## src/hdl/cbc_pkg.sv

```systemverilog
`timescale 1ns / 1ps
`default_nettype none
package cbc_pkg;

    localparam int ROM_PORT_W = 7;
    localparam int RAM_PORT_W = 2;

    localparam logic [1:0] CART_ROM_ONLY    = 2'd0;
    localparam logic [1:0] CART_BANKED      = 2'd1;
    localparam logic [1:0] CART_UNSUPPORTED = 2'd2;

    localparam logic [1:0] TARGET_NONE = 2'd0;
    localparam logic [1:0] TARGET_ROM  = 2'd1;
    localparam logic [1:0] TARGET_RAM  = 2'd2;

    localparam logic OP_WRITE = 1'b0;
    localparam logic OP_READ  = 1'b1;

    // control register select, bus_address[14:13] of a write below 0x8000
    localparam logic [1:0] REG_RAM_ENABLE = 2'd0;
    localparam logic [1:0] REG_ROM_LOW    = 2'd1;
    localparam logic [1:0] REG_ROM_UPPER  = 2'd2;
    localparam logic [1:0] REG_MODE       = 2'd3;

    localparam logic [3:0] RAM_ENABLE_KEY = 4'hA;

    typedef struct packed {
        logic        operation;
        logic [15:0] bus_address;
        logic [7:0]  write_data;
    } bus_beat_t;

    typedef struct packed {
        logic                  ram_enabled;
        logic [ROM_PORT_W-1:0] rom_bank;
        logic [RAM_PORT_W-1:0] ram_bank;
    } bank_state_t;

endpackage
`default_nettype wire

```

## src/hdl/cbc_bank_regs.sv

```systemverilog
`timescale 1ns / 1ps
`default_nettype none
module cbc_bank_regs
    import cbc_pkg::*;
#(
    parameter int ROM_BANK_BITS = 7,
    parameter int RAM_BANK_BITS = 2
)
(
    input  wire logic        clk,
    input  wire logic        rst_n,
    input  wire logic [1:0]  cart_kind,
    input  wire bus_beat_t   beat,
    input  wire logic        commit,
    output bank_state_t      state_next
);

    logic [ROM_BANK_BITS-1:0] rom_bank_reg;
    logic [ROM_BANK_BITS-1:0] rom_bank_next;
    logic [RAM_BANK_BITS-1:0] ram_bank_reg;
    logic [RAM_BANK_BITS-1:0] ram_bank_next;
    logic                     ram_enable_reg;
    logic                     ram_enable_next;
    logic                     rom_mode_reg;
    logic                     rom_mode_next;

    logic [ROM_PORT_W-1:0]    rom_full;
    logic [ROM_PORT_W-1:0]    rom_cand;
    logic [ROM_BANK_BITS-1:0] rom_masked;
    logic                     ctrl_write;

    always_comb
    begin
        rom_full        = ROM_PORT_W'(rom_bank_reg);
        rom_cand        = rom_full;
        rom_bank_next   = rom_bank_reg;
        ram_bank_next   = ram_bank_reg;
        ram_enable_next = ram_enable_reg;
        rom_mode_next   = rom_mode_reg;
        ctrl_write      = (beat.operation == OP_WRITE) && !beat.bus_address[15]
                          && (cart_kind == CART_BANKED);
        rom_masked      = rom_bank_reg;

        if (ctrl_write)
        begin
            case (beat.bus_address[14:13])
                REG_RAM_ENABLE:
                begin
                    ram_enable_next = (beat.write_data[3:0] == RAM_ENABLE_KEY);
                end
                REG_ROM_LOW:
                begin
                    rom_cand      = {rom_full[6:5], beat.write_data[4:0]};
                    rom_masked    = rom_cand[ROM_BANK_BITS-1:0];
                    rom_bank_next = (rom_masked == '0) ? ROM_BANK_BITS'(1) : rom_masked;
                end
                REG_ROM_UPPER:
                begin
                    if (rom_mode_reg)
                    begin
                        rom_cand      = {beat.write_data[1:0], rom_full[4:0]};
                        rom_masked    = rom_cand[ROM_BANK_BITS-1:0];
                        rom_bank_next = (rom_masked == '0) ? ROM_BANK_BITS'(1) : rom_masked;
                    end
                    else
                    begin
                        ram_bank_next = beat.write_data[RAM_BANK_BITS-1:0];
                    end
                end
                REG_MODE:
                begin
                    rom_mode_next = !beat.write_data[0];
                    if (!beat.write_data[0])
                    begin
                        ram_bank_next = '0;
                    end
                end
                default:
                begin
                    rom_mode_next = rom_mode_reg;
                end
            endcase
        end

        state_next.ram_enabled = ram_enable_next;
        state_next.rom_bank    = ROM_PORT_W'(rom_bank_next);
        state_next.ram_bank    = RAM_PORT_W'(ram_bank_next);
    end

    always_ff @(posedge clk or negedge rst_n)
    begin
        if (!rst_n)
        begin
            rom_bank_reg   <= ROM_BANK_BITS'(1);
            ram_bank_reg   <= '0;
            ram_enable_reg <= 1'b0;
            rom_mode_reg   <= 1'b1;
        end
        else if (commit)
        begin
            rom_bank_reg   <= rom_bank_next;
            ram_bank_reg   <= ram_bank_next;
            ram_enable_reg <= ram_enable_next;
            rom_mode_reg   <= rom_mode_next;
        end
    end

endmodule
`default_nettype wire

```

## src/hdl/cartridge_bank_controller.sv

```systemverilog
`timescale 1ns / 1ps
`default_nettype none
// Cartridge bank controller: one result beat per bus access beat, one beat per cycle
// sustained while out_stall stays low. An accepted access sits in an input register;
// when it moves on, the bank registers are updated (writes below 0x8000 on a banked
// cartridge) and the translated ROM or RAM address plus the resulting bank state land
// in the output register. The input register frees up as soon as the output register
// is taken or empty, which is what sets the one-beat-per-cycle rate.
// cart_kind may only be written while no access is in flight.
module cartridge_bank_controller
    import cbc_pkg::*;
#(
    parameter int ROM_BANK_BITS = 7,
    parameter int RAM_BANK_BITS = 2
)
(
    input  wire logic        clk,
    input  wire logic        rst_n,

    input  wire logic        cfg_wr_en,
    input  wire logic [1:0]  cfg_wr_data,

    input  wire logic        in_valid,
    output logic             in_stall,
    input  wire logic        operation,
    input  wire logic [15:0] bus_address,
    input  wire logic [7:0]  write_data,

    output logic             out_valid,
    input  wire logic        out_stall,
    output logic [1:0]       target,
    output logic [20:0]      physical_address,
    output logic             ram_enabled,
    output logic [6:0]       rom_bank,
    output logic [1:0]       ram_bank
);

    logic [1:0]  cart_kind_reg;

    logic        s1_valid_reg;
    logic        s1_valid_next;
    bus_beat_t   s1_beat_reg;
    logic        s1_move;
    logic        in_accept;
    logic        commit;

    bank_state_t state_next;
    logic [1:0]  target_next;
    logic [20:0] phys_next;

    logic        out_valid_reg;
    logic        out_valid_next;
    logic [1:0]  target_reg;
    logic [20:0] phys_reg;
    bank_state_t state_reg;

    assign s1_move        = !out_valid_reg || !out_stall;
    assign in_stall       = s1_valid_reg && !s1_move;
    assign in_accept      = in_valid && !in_stall;
    assign commit         = s1_valid_reg && s1_move;
    assign s1_valid_next  = in_accept || (s1_valid_reg && !s1_move);
    assign out_valid_next = commit || (out_valid_reg && out_stall);

    always_ff @(posedge clk or negedge rst_n)
    begin
        if (!rst_n)
        begin
            cart_kind_reg <= CART_BANKED;
        end
        else if (cfg_wr_en)
        begin
            cart_kind_reg <= cfg_wr_data;
        end
    end

    always_ff @(posedge clk or negedge rst_n)
    begin
        if (!rst_n)
        begin
            s1_valid_reg  <= 1'b0;
            out_valid_reg <= 1'b0;
        end
        else
        begin
            s1_valid_reg  <= s1_valid_next;
            out_valid_reg <= out_valid_next;
        end
    end

    always_ff @(posedge clk)
    begin
        if (in_accept)
        begin
            s1_beat_reg.operation   <= operation;
            s1_beat_reg.bus_address <= bus_address;
            s1_beat_reg.write_data  <= write_data;
        end
    end

    cbc_bank_regs #(
        .ROM_BANK_BITS (ROM_BANK_BITS),
        .RAM_BANK_BITS (RAM_BANK_BITS)
    ) u_bank_regs (
        .clk        (clk),
        .rst_n      (rst_n),
        .cart_kind  (cart_kind_reg),
        .beat       (s1_beat_reg),
        .commit     (commit),
        .state_next (state_next)
    );

    // reads leave the bank state alone, so the post-access state is also the one to use
    always_comb
    begin
        target_next = TARGET_NONE;
        phys_next   = '0;
        if (s1_beat_reg.operation == OP_READ)
        begin
            if (s1_beat_reg.bus_address[15:14] == 2'b01)
            begin
                target_next = TARGET_ROM;
                phys_next   = {state_next.rom_bank, s1_beat_reg.bus_address[13:0]};
            end
            else if (s1_beat_reg.bus_address[15:13] == 3'b101)
            begin
                target_next = TARGET_RAM;
                phys_next   = 21'({state_next.ram_bank, s1_beat_reg.bus_address[12:0]});
            end
        end
    end

    always_ff @(posedge clk)
    begin
        if (commit)
        begin
            target_reg <= target_next;
            phys_reg   <= phys_next;
            state_reg  <= state_next;
        end
    end

    assign out_valid        = out_valid_reg;
    assign target           = target_reg;
    assign physical_address = phys_reg;
    assign ram_enabled      = state_reg.ram_enabled;
    assign rom_bank         = state_reg.rom_bank;
    assign ram_bank         = state_reg.ram_bank;

`ifndef SYNTHESIS
    a_rom_bank_nonzero: assert property (@(posedge clk) disable iff (!rst_n)
        out_valid |-> (rom_bank != 7'd0))
        else $error("rom bank zero on output beat");

    a_rom_phys_bank: assert property (@(posedge clk) disable iff (!rst_n)
        (out_valid && (target == TARGET_ROM)) |-> (physical_address[20:14] == rom_bank))
        else $error("rom physical address does not match bank");

    a_write_no_target: assert property (@(posedge clk) disable iff (!rst_n)
        (commit && (s1_beat_reg.operation == OP_WRITE)) |=> (target == TARGET_NONE))
        else $error("write beat produced a translated target");

    a_held_result: assert property (@(posedge clk) disable iff (!rst_n)
        (out_valid && out_stall) |=> (out_valid && $stable(physical_address)))
        else $error("stalled result changed");
`endif

endmodule
`default_nettype wire

```

## config.mk

```make
export PLATFORM = sky130hd
export DESIGN_NAME = cartridge_bank_controller
export DESIGN_NICKNAME = d
export VERILOG_FILES = /design/src/hdl/cbc_pkg.sv /design/src/hdl/cbc_bank_regs.sv /design/src/hdl/cartridge_bank_controller.sv
export SDC_FILE = /design/constraint.sdc
export NUM_CORES = 1
export LEC_CHECK = 0
export ABC_AREA = 1
export BUFFER_PORTS_ARGS = -buffer_cell sky130_fd_sc_hd__buf_2
export CORE_MARGIN = 1
export CORE_UTILIZATION = 45
export CTS_CLUSTER_DIAMETER = 200
export DETAILED_ROUTE_END_ITERATION = 12
export HOLD_SLACK_MARGIN = 0.02
export PLACE_DENSITY = 0.76
export SLEW_MARGIN = 20
export SYNTH_ARGS = -nofsm -noshare
export SYNTH_HDL_FRONTEND = slang
export SYNTH_SLANG_ARGS = --single-unit
```

## constraint.sdc

```tcl
create_clock -name clk -period 5.2 [get_ports clk]
set_clock_uncertainty 0.1 [all_clocks]
set_input_delay 1.04 -clock clk [delete_from_list [all_inputs] [get_ports clk]]
set_output_delay 1.04 -clock clk [all_outputs]
set_load 0.05 [all_outputs]
```

# Word-level counts from Yosys, hierarchy flattened
# Index checks and enable logic that the tools add are counted.
[op_classes]
eq_ne = 7
n_mux = 15
bitwise = 1
n_reduce_logical = 20
[op_table]
columns = ["operator", "count"]
rows = [
  ["$mux 7", 4],
  ["$mux 21", 1],
  ["$mux 15", 1],
  ["$logic_not 7->1", 2],
  ["$pmux 7 s2", 1],
  ["$mux 2", 4],
  ["$eq 2x1->1 const B", 3],
  ["$logic_and 1x1->1", 6],
  ["$logic_not 1->1", 6],
  ["$eq 2x2->1 const B", 2],
  ["$eq 4x4->1 const B", 1],
  ["$pmux 2 s2", 1],
  ["$eq 3x3->1 const B", 1],
  ["$logic_or 1x1->1", 3],
  ["$mux 1", 3],
  ["$reduce_and 3->1", 1],
  ["$logic_not 2->1", 1],
  ["$reduce_or 2->1", 1],
  ["$not 1->1", 1],
]
[totals]
ff_bits = 70
in_bits = 32
out_inout_bits = 35
wordCells = 59

# Depth between registers and ports, before layout
# Gate-level depths: netlist of the first run.
[logic_depth]
ltp_word = 7
mapped_depth = 10
depth_no_buf = 10

# By module
# A second synthesis of the first run with hierarchy kept.
[hier_totals]
hier_cells = 261
hier_area_um2 = 2989.1
[by_module_without_submodules]
columns = ["mod", "n_inst", "cells_per_inst", "area_per_inst_um2", "seq_area_each_um2"]
rows = [
  ["cartridge_bank_controller", 1, 136, 2159.6, 1843.0],
  ["cbc_bank_regs", 1, 125, 829.5, 277.8],
]

# Worst setup path before layout of the first run
# OpenSTA, ideal clock, no wires.
[synth_path]
path_kind = "input port to output port"
start = "input out_stall"
end = "output in_stall"
arrival_ns = 1.816
required_ns = 4.060
setup_slack_ns = 2.244
stages = 2
n_path_buf = 0
cell_sequence = "nand2_1 nor2_1"
[synth_between]
elab_chain_len = 4
[synth_lines]
columns = ["element", "line_no", "text"]
rows = [
  ["from (decl)", "cartridge_bank_controller.sv:30", "input wire logic out_stall,"],
  ["$logic_not 1->1", "cartridge_bank_controller.sv:57", "assign s1_move = !out_valid_reg || !out_stall;"],
  ["$logic_or 1x1->1", "cartridge_bank_controller.sv:57", ""],
  ["$logic_not 1->1", "cartridge_bank_controller.sv:58", "assign in_stall = s1_valid_reg && !s1_move;"],
  ["$logic_and 1x1->1", "cartridge_bank_controller.sv:58", ""],
  ["to (decl)", "cartridge_bank_controller.sv:24", "output logic in_stall,"],
]
# Every way passes these cells.

# Worst setup path after layout of the first run
# Ends and elaborated chain as after synthesis.

==> flow_summary.json, run 1 <==
{
  "outcome": "completed",
  "vdd_drop_max_v": 0.000258,
  "critPathRequiredTime_ns": 4.06,
  "met2_usage_pct": 23.1,
  "critical_path_class": "in -> out",
  "drc": 0,
  "critPathCaptureType": "output pin",
  "die_w_um": 81.5,
  "tritoncts": "done",
  "internal_power_w": 0.00101,
  "maxSlewHeadroom_pct": 46.2,
  "yosys_most_used_dff": "edfxtp_1",
  "cts.sinks": 70,
  "ys_warn_count": 0,
  "cts_root_buf": "clkbuf_8",
  "num-nets-final": 350,
  "ctsHoldBuffers": 0,
  "ios": 67,
  "switching_share_pct": 29.0,
  "ant_nets": 0,
  "use_met3_pct": 4.67,
  "utilization_pct": 57.9,
  "hold_path.class": "reg -> reg",
  "rows": 28,
  "die_h_um": 81.5,
  "max_stage_delay_ns": 0.27,
  "synthDistinctLibCells": 27,
  "fin_cells": 394,
  "path_max_fanout": 4,
  "met1_usage_pct": 21.3,
  "cp_common_cell": "buf_2",
  "drive_gt1_share_pct": 32.9,
  "pwr-share-comb_pct": 17.0,
  "clock.fmax_mhz": 364,
  "worst_slew_pin_slew_ns": 0.807,
  "power_density_nw_per_um2": 410,
  "design.core.area_um2": 5990,
  "path_cells": "buf_2 > nand2_1 > nor2_1 > buf_2",
  "initialDrtViolationCount": 97,
  "ys_seq_elements": 70,
  "start_util_pct": 47.4,
  "clk_latency_ns": 0.34,
  "finalCritPeriodShare_pct": 52.8,
  "htreeDepth": 3,
  "synth-seq-area-share_pct": 71.5,
  "via_per_inst": 4.59,
  "max_cap_violations": 0,
  "synth_top_area_share_pct": 58.1,
  "overflow": 0,
  "wire_per_inst_um": 11.8,
  "grt_pass1_wl_mm": 7.50,
  "arrival_ns": 1.60,
  "yosysMostFrequentCell": "nand2_1",
  "clockPowerShare_pct": 33.4,
  "grt_max_degree": 39,
  "slowest_stage": "buf_2",
  "largest_register_ffs": 22,
  "dr.pass1.iters": 4,
  "ys_top_cells_by_count": "65 x nand2_1, 55 x edfxtp_1, 32 x inv_1",
  "slew_violations": 0,
  "area_growth_pct": 22.0,
  "antennaDiodeCount": 0,
  "synth_largest_area_cell": "edfxtp_1",
  "finalHoldViolCount": 0,
  "antenna_found_initial": 0,
  "via_count": 1808,
  "power.switching_w": 0.000411,
  "synth_nets": 277,
  "dieArea_um2": 6640,
  "cts_buffers": 9,
  "rsz0062_at_grt": "no",
  "gp_congestion": 0.873,
  "post-cts-setup-buffers": 0,
  "synth-edff-count": 55,
  "grt_use_total_pct": 16.1,
  "grt_pass1_vias": 1605,
  "setup_viol": 0,
  "dpl.hpwl_mm": 3.29,
  "avgSynthCellArea_um2": 11.8,
  "synthArstFlopShare_pct": 21.4,
  "port_buffers": 63,
  "drt-total-wl_mm": 4.67,
  "post-place-cells": 378,
  "netlist_area_um2": 2840,
  "cts_resized": 0,
  "clkTransAtPathRegs_ns": 0.07,
  "setup_tns_ns": 0,
  "synth_area_leaders": "edfxtp_1 58%, dfrtp_1 11%, nand2_1 8.6%, inv_1 4.2%, dfstp_2 2.8%",
  "cp-start-kind": "input port",
  "fin_crit_ns": 2.74,
  "synthCells": 241,
  "p_seq_share_pct": 49.6,
  "top_usage_layer": "met2",
  "cts_buffer_depth": 2,
  "power_leakage_nw": 1.62
}
## per-stage QoR
step | power, W | worst slack, ns | hold slack, ns | cell area [µm²]
final | 0.00142 | 2.46 | 0.368 | 3470
after global routing | 0.00149 | 2.43 | 0.385 | 3470
after CTS | 0.00143 | 2.46 | 0.371 | 3470
after detailed placement | 0.000960 | 2.46 | 0.362 | 3250
after global placement | 0.000953 | 2.48 | 0.355 | 3250
after floorplan | 0.000900 | 2.24 | 0.348 | 2840
## power groups by stage
stage | registers, W | clock network, W | logic (W)
2_1_floorplan | 0.000806 | 0 | 0.0000936
3_3_place_gp | 0.000715 | 0 | 0.000238
3_5_place_dp | 0.000717 | 0 | 0.000243
4_1_cts | 0.000705 | 0.000485 | 0.000244
5_1_grt | 0.000712 | 0.000512 | 0.000266
6_report | 0.000705 | 0.000474 | 0.000242
## worst max-delay path, delay by kind of cell
kind / cells / cell delay, ns
buf+inv: 2 / 0.34
simple gates: 2 / 0.21
## path summary, 6_finish.rpt
| path | start | to | slack [ns] | cells after the start |
|---|---|---|---|---|
| min in group asynchronous | rst_n | out_valid | 0.51 | 1 |
| setup / recovery | out_stall | in_stall | 2.46 | 4 |
| setup reg to reg | out_valid | u_bank_regs.rom_mode_reg | 3.29 | 6 |
| max in group asynchronous | rst_n | u_bank_regs.rom_bank_reg[0] | 4.19 | 1 |
| hold reg to reg | u_bank_regs.rom_bank_reg[0] | u_bank_regs.rom_bank_reg[0] | 0.37 | 2 |
| hold / removal | u_bank_regs.rom_bank_reg[0] | u_bank_regs.rom_bank_reg[0] | 0.37 | 2 |
## layout by cell type, fill, tap and decap left out
cell type    n
nor2_8       1
inv_1       32
and2_1       3
o22ai_1      1
edfxtp_1    55
clkinv_2     1
clkinvlp_4   2
mux2_2       1
or2_2        1
inv_6        1
nand2_1     65
a21oi_1      4
nand4_1      2
and2_4       1
nand2_4      1
o21ai_2      4
nor2_2       5
clkinv_1     1
nand3_1      6
o21ai_1      1
clkinv_4     1
ha_1         4
o21ai_0      8
nand2_2      5
nor2_1      20
inv_2        2
bufinv_16    2
buf_4        1
dfstp_2      3
dfrtp_1     12
buf_2       63
nand3_2      1
clkbuf_8     9
## cell type report
| class | instances | area (µm²) |
|---|---|---|
| multi-input cells | 134 | 667 |
| well taps | 75 | 93.8 |
| flip-flops and latches | 70 | 2030 |
| fillers | 471 | 2520 |
| clock buffers | 9 | 124 |
| clock inverters | 7 | 97.6 |
| repair buffers | 64 | 323 |
| inverters | 35 | 131 |
## cells by family (layout without fill, tap and decap cells)
group / count (synthesis) / in the layout / synth area share (%)
AOI/OAI and AO/OA: 18 / 18 / 3.74
muxes: 1 / 1 / 0.396
adders and majority gates: 4 / 4 / 1.76
DFF: 70 / 70 / 71.5
buffers and inverters: 37 / 115 / 5.06
and+or+nand+nor: 111 / 111 / 17.6
## per-layer routing
metal  share of wire (%)  wire length, µm
met3                 4.9              230
met2                  47             2170
met4                 2.7              127
met5                   0                0
met1                  46             2140
(Power assumes the default switching activity.)
==> run 2, diff against run 1 <==
ABC_AREA = 0   (was 1)
clock period = 2.6 ns   (was 5.2 ns; I/O delays follow)
==> run 2 against run 1 <==
  * Combinational power grew 83%
  * Via count shrank 12%
  * Global-route usage shrank 1.2 points
==> flow_summary.json, run 2 <==
{
  "cts.sinks": 70,
  "ff2ff_setup_slack_ns": 0.54,
  "ys_warn_count": 0,
  "finalHoldViolCount": 0,
  "reg2reg_from": "s1_beat_reg[24]",
  "dpl.hpwl_mm": 2.98,
  "hold_path.class": "in -> reg",
  "antennaDiodeCount": 0,
  "dieArea_um2": 6470,
  "min_path_cells": 1,
  "hold-path-endpoint": "s1_beat_reg[21]",
  "slowest_stage": "edfxtp_1",
  "synth_nets": 217,
  "largest_register_ffs": 22,
  "yosysMostFrequentCell": "edfxtp_1",
  "num-nets-final": 290,
  "setup_tns_ns": 0,
  "crit_family": "simple AND/OR/NAND/NOR gates",
  "critical_path_class": "reg -> reg",
  "ios": 67,
  "dr.pass1.iters": 4,
  "clock.fmax_mhz": 484,
  "drc": 0,
  "design.core.area_um2": 5920,
  "die_h_um": 80.4,
  "power_density_nw_per_um2": 764,
  "ant_nets": 0,
  "post-cts-setup-buffers": 0,
  "fin_crit_ns": 2.06,
  "netlist_area_um2": 2770,
  "slew_violations": 0,
  "die_w_um": 80.4,
  "overflow": 0,
  "grt_max_degree": 39,
  "mostFrequentLayoutCell": "buf_2",
  "crit_path_start": "s1_beat_reg[24]",
  "r2r_cells": 5,
  "dpl-instance-area_um2": 3180,
  "ys_top_cells_by_count": "55 x edfxtp_1, 16 x and2_1, 14 x nand2_1",
  "synth_largest_area_cell": "edfxtp_1",
  "path_max_fanout": 9,
  "ys_seq_elements": 70,
  "grt_use_total_pct": 14.9,
  "synth-seq-area-share_pct": 73.4,
  "critPathCaptureType": "register",
  "max_stage_delay_ns": 0.45,
  "fin_area_um2": 3340,
  "start_util_pct": 46.7,
  "synthDistinctLibCells": 41,
  "synth_area_leaders": "edfxtp_1 60%, dfrtp_1 11%, and2_1 3.6%, dfstp_2 2.8%, nand2_1 1.9%",
  "grt_pass1_wl_mm": 6.95,
  "rows": 28,
  "initialDrtViolationCount": 78,
  "post-place-cells": 317,
  "setup_viol": 0,
  "vdd_drop_max_v": 0.000362,
  "clkTransAtPathRegs_ns": 0.07,
  "rsz0062_at_grt": "no",
  "yosys_most_used_dff": "edfxtp_1",
  "synth_top_area_share_pct": 59.7,
  "finalCritPeriodShare_pct": 79.4,
  "gp_congestion": 0.775,
  "drive_gt1_share_pct": 37.1,
  "antenna_found_initial": 0,
  "cts_resized": 0,
  "hold_start": "bus_address[13]",
  "crit-reg2reg-capture": "physical_address[14]",
  "cts_buffer_depth": 2,
  "critPathRequiredTime_ns": 2.56,
  "port_buffers": 63,
  "path_cells": "nor4b_4 > and2_4 > nand2_4 > a211oi_2 > o22ai_1",
  "arrival_ns": 2.03,
  "worst_slew_pin_slew_ns": 0.379,
  "power_leakage_nw": 1.45,
  "cts_root_buf": "clkbuf_8",
  "synth-edff-count": 55,
  "cts_buffers": 9,
  "synthArstFlopShare_pct": 21.4,
  "avgSynthCellArea_um2": 15.3,
  "synthCells": 181,
  "htreeDepth": 3,
  "grt_pass1_vias": 1456,
  "area_growth_pct": 20.8,
  "outcome": "completed",
  "via_per_inst": 4.74,
  "fin_cells": 334,
  "wire_per_inst_um": 12.7,
  "layout_common_cells": "63 x buf_2, 55 x edfxtp_1, 16 x and2_1, 14 x nand2_1, 13 x inv_1",
  "tritoncts": "done",
  "maxSlewHeadroom_pct": 74.6,
  "via_count": 1583,
  "drt-total-wl_mm": 4.25,
  "cp-start-kind": "register",
  "max_cap_violations": 0,
  "cp.buffers_inverters": 0,
  "whs_ns": 0.267,
  "clk_latency_ns": 0.32
}
run 2: logic make-up after synthesis:
group | count (synthesis) | synth area share [%]
adders and majority gates | 4 | 1.81
DFF | 70 | 73.4
and+or+nand+nor | 55 | 12.3
muxes | 4 | 1.63
buffers and inverters | 18 | 3.07
AOI/OAI and AO/OA | 30 | 7.78
run 2: layout make-up:
class                           instances  area [µm²]
Timing Repair Buffer                   67         360
Sequential cell                        70        2030
Fill cell                             493        2580
Clock inverter                          5        26.3
Inverter                               13        48.8
Clock buffer                           11         131
Multi-Input combinational cell         93         652
Tap cell                               75        93.8
run 2: worst max-delay path by stage:
stage | end | slack (ns) | cells past startpoint
2_1_floorplan | u_bank_regs.ram_bank_reg[0] | 0.38 | 4
3_3_place_gp | physical_address[14] | 0.57 | 5
3_5_place_dp | physical_address[14] | 0.55 | 5
4_1_cts | physical_address[14] | 0.53 | 5
5_1_grt | physical_address[14] | 0.41 | 7
6_report | physical_address[14] | 0.54 | 5
run 2: what timing repair did:
item	CTS	global route
hold endpoints to repair	12	0
setup endpoints to repair	0	0
hold buffers	1	0
run 2: per-stage QoR:
step | util (%) | setup WS [ns] | total power, W
floorplan | - | 0.377 | 0.00176
global placement | 53.6 | 0.572 | 0.00187
detailed placement | 53.6 | 0.550 | 0.00188
CTS | 56.5 | 0.528 | 0.00259
global route | 56.5 | 0.406 | 0.00268
finish | 56.5 | 0.536 | 0.00255
run 2: report_power, final:
part	internal, W	switching (W)	total [W]
Clock	0.000338	0.000362	0.000701
Combinational	0.000127	0.000316	0.000442
Sequential	0.00135	0.0000585	0.00141
Total	0.00182	0.000737	0.00255
run 2: routing by layer:
layer,global-route usage (%),wire length [µm],part of all wire [%],up-vias
li1,-,-,-,801
met1,19.8,1980,46,726
met2,21.4,1950,46,50
met3,4.55,241,5.7,6
met4,9.11,87,2.0,0
met5,0,0,0,-
